`src/rtl/bsce_pkg.sv`:
```
package bsce_pkg;

  localparam int CODE_W = 64;
  localparam int LEN_W  = 6;

  // held button / symbol codes
  localparam logic [1:0] BTN_NONE   = 2'd0;
  localparam logic [1:0] BTN_SELECT = 2'd1;
  localparam logic [1:0] BTN_DOWN   = 2'd2;
  localparam logic [1:0] BTN_UP     = 2'd3;

  // result outcomes
  localparam logic [1:0] OUT_SUBMIT  = 2'd0;
  localparam logic [1:0] OUT_EMPTY   = 2'd1;
  localparam logic [1:0] OUT_TIMEOUT = 2'd2;

  // configuration register indexes
  localparam logic [1:0] REG_DEBOUNCE = 2'd0;
  localparam logic [1:0] REG_HOLD     = 2'd1;
  localparam logic [1:0] REG_IDLE     = 2'd2;
  localparam logic [1:0] REG_THIRD    = 2'd3;

  localparam logic [9:0]  DEBOUNCE_RST = 10'd30;
  localparam logic [15:0] HOLD_RST     = 16'd1200;
  localparam logic [17:0] IDLE_RST     = 18'd120000;
  localparam logic        THIRD_RST    = 1'b1;

  localparam logic [15:0] PRESS_MAX = 16'hffff;
  localparam logic [17:0] IDLE_MAX  = 18'h3ffff;

  typedef struct packed {
    logic select_level;
    logic down_level;
    logic up_level;
  } tick_t;

  typedef struct packed {
    logic [1:0]        outcome;
    logic [CODE_W-1:0] code_bits;
    logic [LEN_W-1:0]  code_length;
  } result_t;

  typedef struct packed {
    logic [9:0]  debounce_ticks;
    logic [15:0] hold_ticks;
    logic [17:0] idle_ticks;
    logic        third_button_enable;
  } cfg_t;

  // tick as classified by the front end
  typedef struct packed {
    tick_t      levels;
    logic [1:0] pick;
  } ctick_t;

endpackage

```
`src/rtl/bsce_fifo.sv`:
```
module bsce_fifo #(
  parameter int W = 8
) (
  input  logic         clk,
  input  logic         rst,
  input  logic         push,
  input  logic [W-1:0] wdata,
  output logic         full,
  input  logic         pop,
  output logic [W-1:0] rdata,
  output logic         empty
);

  // two-entry queue
  logic [W-1:0] mem [2];
  logic         wr_ptr;
  logic         rd_ptr;
  logic [1:0]   count;
  logic         do_push;
  logic         do_pop;

  assign full    = (count == 2'd2);
  assign empty   = (count == 2'd0);
  assign do_push = push && !full;
  assign do_pop  = pop && !empty;
  assign rdata   = mem[rd_ptr];

  always_ff @(posedge clk) begin
    if (rst) begin
      wr_ptr <= 1'b0;
      rd_ptr <= 1'b0;
      count  <= 2'd0;
    end else begin
      if (do_push) begin
        wr_ptr <= !wr_ptr;
      end
      if (do_pop) begin
        rd_ptr <= !rd_ptr;
      end
      if (do_push && !do_pop) begin
        count <= count + 2'd1;
      end else if (do_pop && !do_push) begin
        count <= count - 2'd1;
      end
    end
  end

  always_ff @(posedge clk) begin
    if (do_push) begin
      mem[wr_ptr] <= wdata;
    end
  end

endmodule

```
`src/rtl/bsce_front.sv`:
```
module bsce_front (
  input  logic              clk,
  input  logic              rst,
  input  logic              push,
  input  bsce_pkg::tick_t   tick,
  output logic              full,
  input  logic              third_button_enable,
  input  logic              take,
  output bsce_pkg::ctick_t  item,
  output logic              valid
);

  bsce_pkg::ctick_t cls;
  logic             q_empty;

  // press priority: select, down, then up when enabled
  always_comb begin
    cls.levels = tick;
    if (tick.select_level) begin
      cls.pick = bsce_pkg::BTN_SELECT;
    end else if (tick.down_level) begin
      cls.pick = bsce_pkg::BTN_DOWN;
    end else if (tick.up_level && third_button_enable) begin
      cls.pick = bsce_pkg::BTN_UP;
    end else begin
      cls.pick = bsce_pkg::BTN_NONE;
    end
  end

  bsce_fifo #(.W($bits(bsce_pkg::ctick_t))) u_q (
    .clk   (clk),
    .rst   (rst),
    .push  (push),
    .wdata (cls),
    .full  (full),
    .pop   (take),
    .rdata (item),
    .empty (q_empty)
  );

  assign valid = !q_empty;

endmodule

```
`src/rtl/bsce_back.sv`:
```
module bsce_back #(
  parameter int MAX_SYMBOLS = 32
) (
  input  logic              clk,
  input  logic              rst,
  input  bsce_pkg::cfg_t    cfg,
  input  logic              valid,
  input  bsce_pkg::ctick_t  item,
  output logic              take,
  input  logic              res_full,
  output logic              res_push,
  output bsce_pkg::result_t res
);

  localparam logic [1:0] PH_WAIT  = 2'd0;
  localparam logic [1:0] PH_PRESS = 2'd1;
  localparam logic [1:0] PH_DRAIN = 2'd2;

  logic [1:0]                    phase, phase_next;
  logic [15:0]                   press_timer, press_timer_next;
  logic [17:0]                   idle_timer, idle_timer_next;
  logic [1:0]                    held, held_next;
  logic [bsce_pkg::CODE_W-1:0]   store, store_next;
  logic [bsce_pkg::LEN_W-1:0]    total, total_next;
  logic [15:0]                   pt_inc;
  logic                          level;
  logic                          emit;

  assign take = valid && !res_full;

  always_comb begin
    phase_next       = phase;
    press_timer_next = press_timer;
    idle_timer_next  = idle_timer;
    held_next        = held;
    store_next       = store;
    total_next       = total;
    emit             = 1'b0;
    res.outcome      = bsce_pkg::OUT_SUBMIT;
    res.code_bits    = store;
    res.code_length  = total;
    pt_inc           = (press_timer < bsce_pkg::PRESS_MAX) ? press_timer + 16'd1 : press_timer;

    case (held)
      bsce_pkg::BTN_SELECT: level = item.levels.select_level;
      bsce_pkg::BTN_DOWN:   level = item.levels.down_level;
      default:              level = item.levels.up_level;
    endcase

    if (take) begin
      case (phase)
        PH_PRESS: begin
          press_timer_next = pt_inc;
          if (pt_inc >= {6'd0, cfg.debounce_ticks}) begin
            if (!level) begin
              // released: append, dropping beyond capacity
              if (total < bsce_pkg::LEN_W'(MAX_SYMBOLS)) begin
                for (int i = 0; i < MAX_SYMBOLS; i++) begin
                  if (total == bsce_pkg::LEN_W'(i)) begin
                    store_next[2*i +: 2] = held;
                  end
                end
                total_next = total + 6'd1;
              end
              idle_timer_next  = '0;
              phase_next       = PH_WAIT;
              held_next        = bsce_pkg::BTN_NONE;
              press_timer_next = '0;
            end else if (held == bsce_pkg::BTN_SELECT && pt_inc >= cfg.hold_ticks) begin
              phase_next = PH_DRAIN;
            end
          end
        end
        PH_DRAIN: begin
          if (!item.levels.select_level) begin
            emit = 1'b1;
            if (total == '0) begin
              res.outcome = bsce_pkg::OUT_EMPTY;
            end
          end
        end
        default: begin
          phase_next = PH_WAIT;
          if (idle_timer >= cfg.idle_ticks) begin
            emit            = 1'b1;
            res.outcome     = bsce_pkg::OUT_TIMEOUT;
            res.code_bits   = '0;
            res.code_length = '0;
          end else begin
            if (idle_timer < bsce_pkg::IDLE_MAX) begin
              idle_timer_next = idle_timer + 18'd1;
            end
            if (item.pick != bsce_pkg::BTN_NONE) begin
              held_next        = item.pick;
              phase_next       = PH_PRESS;
              press_timer_next = '0;
            end
          end
        end
      endcase

      if (emit) begin
        store_next       = '0;
        total_next       = '0;
        idle_timer_next  = '0;
        phase_next       = PH_WAIT;
        press_timer_next = '0;
        held_next        = bsce_pkg::BTN_NONE;
      end
    end
  end

  assign res_push = emit;

  always_ff @(posedge clk) begin
    if (rst) begin
      phase       <= PH_WAIT;
      press_timer <= '0;
      idle_timer  <= '0;
      held        <= bsce_pkg::BTN_NONE;
      store       <= '0;
      total       <= '0;
    end else begin
      phase       <= phase_next;
      press_timer <= press_timer_next;
      idle_timer  <= idle_timer_next;
      held        <= held_next;
      store       <= store_next;
      total       <= total_next;
    end
  end

endmodule

```
`src/rtl/button_sequence_code_entry.sv`:
```
// Button code entry. Each request on the tick channel is one millisecond tick
// with three button levels (select, down, up).
// Tick channel: a request is taken when push is high and full is low.
// Result channel: the oldest result shows on result while empty is low and
// is taken when pop is high and empty is low. At most one result per tick:
// submitted sequence, empty submit or idle timeout.
// Config: cfg_we writes cfg_data into register cfg_index (0 debounce,
// 1 hold, 2 idle limit, 3 third button enable) in the same edge; write only
// while no ticks are in flight.
// Path: a tick's request is registered in the tick queue; the back end
// retires it from there and writes its result into the result queue,
// from which the result can be popped.
// Throughput: one tick per cycle while the result queue is not full; the
// front end classifies and queues ticks, the back end state machine retires
// one tick per cycle, set by its single timer/store update path.
// Stall: while the result queue (two entries) is full the back end holds;
// the tick queue (two entries) keeps taking requests until it fills too.
// Reset (rst, synchronous): queues empty, state waiting, timers and symbol
// store clear, registers at 30 / 1200 / 120000 / 1.
module button_sequence_code_entry #(
  parameter int MAX_SYMBOLS = 32
) (
  input  logic              clk,
  input  logic              rst,
  input  logic              push,
  input  bsce_pkg::tick_t   tick,
  output logic              full,
  output logic              empty,
  input  logic              pop,
  output bsce_pkg::result_t result,
  input  logic              cfg_we,
  input  logic [1:0]        cfg_index,
  input  logic [17:0]       cfg_data
);

  bsce_pkg::cfg_t    cfg;
  bsce_pkg::ctick_t  item;
  bsce_pkg::result_t res;
  logic              item_valid;
  logic              take;
  logic              res_full;
  logic              res_push;

  // configuration registers
  always_ff @(posedge clk) begin
    if (rst) begin
      cfg.debounce_ticks      <= bsce_pkg::DEBOUNCE_RST;
      cfg.hold_ticks          <= bsce_pkg::HOLD_RST;
      cfg.idle_ticks          <= bsce_pkg::IDLE_RST;
      cfg.third_button_enable <= bsce_pkg::THIRD_RST;
    end else if (cfg_we) begin
      case (cfg_index)
        bsce_pkg::REG_DEBOUNCE: cfg.debounce_ticks      <= cfg_data[9:0];
        bsce_pkg::REG_HOLD:     cfg.hold_ticks          <= cfg_data[15:0];
        bsce_pkg::REG_IDLE:     cfg.idle_ticks          <= cfg_data;
        bsce_pkg::REG_THIRD:    cfg.third_button_enable <= cfg_data[0];
        default: ;
      endcase
    end
  end

  // front end: press priority and tick queue
  bsce_front u_front (
    .clk                 (clk),
    .rst                 (rst),
    .push                (push),
    .tick                (tick),
    .full                (full),
    .third_button_enable (cfg.third_button_enable),
    .take                (take),
    .item                (item),
    .valid               (item_valid)
  );

  // back end: phase machine, timers, symbol store
  bsce_back #(.MAX_SYMBOLS(MAX_SYMBOLS)) u_back (
    .clk      (clk),
    .rst      (rst),
    .cfg      (cfg),
    .valid    (item_valid),
    .item     (item),
    .take     (take),
    .res_full (res_full),
    .res_push (res_push),
    .res      (res)
  );

  // result queue
  bsce_fifo #(.W($bits(bsce_pkg::result_t))) u_resq (
    .clk   (clk),
    .rst   (rst),
    .push  (res_push),
    .wdata (res),
    .full  (res_full),
    .pop   (pop),
    .rdata (result),
    .empty (empty)
  );

`ifndef SYNTHESIS
  // a timeout never carries symbols
  a_timeout_clear: assert property (@(posedge clk) disable iff (rst)
    (!empty && result.outcome == bsce_pkg::OUT_TIMEOUT) |->
      (result.code_length == '0 && result.code_bits == '0))
    else $error("timeout result carries symbols");

  // a submitted sequence holds at least one symbol, within capacity
  a_submit_len: assert property (@(posedge clk) disable iff (rst)
    (!empty && result.outcome == bsce_pkg::OUT_SUBMIT) |->
      (result.code_length != '0 && result.code_length <= 6'(MAX_SYMBOLS)))
    else $error("submitted length out of range");

  // an empty submit carries nothing
  a_empty_clear: assert property (@(posedge clk) disable iff (rst)
    (!empty && result.outcome == bsce_pkg::OUT_EMPTY) |->
      (result.code_length == '0 && result.code_bits == '0))
    else $error("empty submit carries symbols");

  // the back end only produces a result while it retires a tick
  a_push_take: assert property (@(posedge clk) disable iff (rst)
    res_push |-> (take && !res_full))
    else $error("result produced without a tick");
`endif

endmodule
```
`config.mk`:
```
export PLATFORM = sky130hd
export DESIGN_NAME = button_sequence_code_entry
export DESIGN_NICKNAME = d
export VERILOG_FILES = /design/src/rtl/bsce_pkg.sv /design/src/rtl/bsce_fifo.sv /design/src/rtl/bsce_front.sv /design/src/rtl/bsce_back.sv /design/src/rtl/button_sequence_code_entry.sv
export SDC_FILE = /design/constraint.sdc
export NUM_CORES = 1
export LEC_CHECK = 0
export ABC_AREA = 0
export CAP_MARGIN = 15
export CORE_MARGIN = 8
export CORE_UTILIZATION = 64
export CTS_BUF_LIST = sky130_fd_sc_hd__clkbuf_8 sky130_fd_sc_hd__clkbuf_16
export DETAILED_ROUTE_END_ITERATION = 16
export DONT_BUFFER_PORTS = 1
export PLACE_DENSITY_LB_ADDON = 0.3
export SYNTH_ARGS = -nofsm -noshare
export SYNTH_HDL_FRONTEND = slang
export SYNTH_SLANG_ARGS = --single-unit
```
`constraint.sdc`:
```
create_clock -name clk -period 7.6 [get_ports clk]
set_input_delay 0.38 -clock clk [delete_from_list [all_inputs] [get_ports clk]]
set_output_delay 0.38 -clock clk [all_outputs]
set_load 0.02 [all_outputs]
```
==> impl_metrics.yaml <==
cts:
  numCtsBuffers: 31
  clock_path_buffers: 3
  clk_pin_slew_worst_paths_ns: 0.06
  cts_sinks: 317
  post_cts_buffers: 0
  clock_latency_ns: 0.56
  h-tree-depth: 1
  post_cts_resized: 0
  clockRootBuffer: "clkbuf_16"
  cts_tree: "done"
synthesis:
  syn-num-nets: 1370
  syn-mean-instance-area_um2: 11.2
  synth-main-ff-cell: "dfxtp_1"
  synth_edf_count: 154
  postSynthCellCount: 1287
  yosysWarnings: 0
  synth_cell_types: 78
  syn_area_um2: 14400
  seq_area_frac_synth: 0.548
  synth-seq-cells: 317
  async_flop_share: 0
drt:
  first_iter_violations: 871
  drc: 0
  via_count: 9925
  vias_per_cell: 6.23
  wirelength_um: 31800
  drt-wirelength-per-cell_um: 20.0
  antenna_left: 0
  first_pass_iters: 6
critical_path:
  critPathRequiredTime_ns: 8.09
  startpoint_type: "flop"
  crit_type: "reg -> reg"
  end_kind: "flop"
  cp.arrival_ns: 5.35
  slowest_stage: "or4_1"
  crit_fanout: 31
  critPathMaxStageDelay_ns: 0.71
  cp_cell_sequence: "ha_1, nand4_1, or4_1, and4_1, and3_1, nand3_1, xnor2_1, ha_1, nand4_1, nor3_1, a21oi_1, nand4b_4, o21ai_2, or3_4, nor2_4, a22o_1"
floorplanning:
  die_x_um: 166
  rows: 55
  initial_core_util: 0.644
  io_pins: 102
  die_height_um: 166
  core_area_um2: 22400
  dieArea_um2: 27500
sta:
  slew_viol_final: 0
  fin_crit_ns: 4.87
  maxSlewHeadroom: 0.218
  tns_ns: 0
  hold_violations: 0
  finalSetupViolCount: 0
  final.period_utilization: 0.640
  skew_ns: 0.0228
  worstMarginPinSlew_ns: 1.17
  grt_setup_unrepaired: "false"
  fmax_mhz: 205
global_route:
  grt_antenna_before_repair: 0
  grt_pass1_vias: 9889
  grt_max_degree: 73
  grt_remaining_overflow: 0
  grt_pass1_wl_um: 50800
  grt_usage: 0.221
finish:
  final_cell_mix: "dfxtp_1, edfxtp_1, nand2_1"
  instances_no_fill: 1594
  drive_above_1_share: 0.132
  num_antenna_cells: 0
  nets: 1367
  area_growth_pct: 9.75
  final_common_cell: "dfxtp_1"
worst_hold_path:
  hp-class: "in -> reg"
place:
  hpwl_um: 20400
  dp_cells: 1513
  port_buffers: 0
  gp_congestion: 0.853
power_and_ir_drop:
  p_per_area_nw_per_um2: 249
  p_leak_uw: 0.00558
  ir_worst_vdd_mv: 0.188
run:
  maxCapViolCount: 0
outcome:
  outcome: "finished clean"
[flip-flops by register name, summed over array words and instances, names as in the netlist, named ones only]
register,cells
u_resq.wr_ptr,1
u_back.held,2
u_resq.count,2
u_back.store,64
u_resq.mem,144
u_back.total,6
u_front.u_q.wr_ptr,1
cfg,45
u_back.phase,2
u_front.u_q.mem,10
u_back.idle_timer,18
u_front.u_q.count,2
u_front.u_q.rd_ptr,1
u_resq.rd_ptr,1
u_back.press_timer,16
[cell families after synthesis]
group	after synthesis	share of synthesized area
adder cells (fa/ha/maj)	55	0.0478
buffers and inverters	134	0.0386
AND/OR/NAND/NOR	398	0.142
flip-flops	317	0.548
AO/OA/AOI/OAI	260	0.133
XOR/XNOR	27	0.0164
multiplexers	96	0.0743
[per-stage QoR]
step	total power [µW]	hold slack (ns)	utilization	instance area, µm²	worst slack [ns]
5_1_grt	4090	0.0138	0.706	15800	2.42
2_1_floorplan	2320	0.430	-	14400	2.31
6_report	3940	0.0236	0.706	15800	2.73
4_1_cts	3950	0.00917	0.706	15800	2.80
3_5_place_dp	2450	0.442	0.651	14600	2.82
3_3_place_gp	2440	0.439	0.651	14600	2.93
[cells in the mapped netlist (all sizes together), types with 3 or more instances]
cell type,number,area share
dfxtp,163,0.23
edfxtp,154,0.32
nand2,111,0.029
nor2,96,0.027
mux2,81,0.064
a21oi,74,0.026
nor2b,74,0.032
inv,63,0.016
ha,55,0.048
clkbuf,47,0.012
a22o,32,0.019
a32o,30,0.021
nand3,27,0.0094
buf,23,0.0095
o21ai,21,0.0076
o211ai,20,0.010
nor3,18,0.0066
a31oi,17,0.0074
xnor2,17,0.010
mux2i,15,0.010
and3,14,0.0061
nand4,13,0.0067
xor2,10,0.0061
a211oi,8,0.0042
nand2b,8,0.0035
o311ai,8,0.0049
a21o,7,0.0037
or3,7,0.0034
a211o,6,0.0043
nor4,6,0.0047
o31ai,6,0.0044
and4,5,0.0030
or4,5,0.0026
a221o,4,0.0028
a21boi,3,0.0018
and2,3,0.0013
nor3b,3,0.0016
o21a,3,0.0016
or2,3,0.0013
[timing repair]
action,CTS,global route
hold endpoints to repair,69,0
setup endpoints to repair,0,0
hold buffers,22,0
[report_power, final]
group	leakage [µW]	switching, µW	total, µW	internal [µW]
Combinational	0.00258	349	552	203
Sequential	0.00248	62.3	1890	1830
Clock	0.000529	638	1500	858
Total	0.00558	1050	3940	2890
[routing by layer]
layer / vias to the layer above / GRT usage / wire (µm) / part of all wire
met1: 4872 / 0.277 / 13600 / 0.43
met3: 60 / 0.0373 / 1790 / 0.056
li1: 4685 / - / - / -
met5: - / 0 / 0 / 0
met4: 0 / 0.0656 / 731 / 0.023
met2: 308 / 0.387 / 15700 / 0.49
[cell type report]
type                       instances  area (µm²)
clock inverter                    22         163
multi-input combinational        836        5980
tap                              285         357
inverter                          64         240
timing repair buffer              34         320
sequential                       317        7890
fill                            1578        6570
clock buffer                      36         845
[final timing paths]
path	startpoint	endpoint	slack, ns	cells past startpoint
min	tick[2]	u_front.u_q.mem[0][1]	0.02	1
max reg2reg	u_back.press_timer[0]	u_back.store[5]	2.73	16
min reg2reg	u_back.store[43]	u_back.store[43]	0.46	1
max	u_back.press_timer[0]	u_back.store[5]	2.73	16
[critical path: cells and delay by family (launching register included)]
kind	cells	cell delay [ns]
DFF	1	0.45
and+or+nand+nor	10	3.09
adders and majority gates	2	0.58
xor gates and xnor gates	1	0.12
AOI/OAI and AO/OA	3	0.55
No activity file was read; power rests on OpenSTA's default activity.
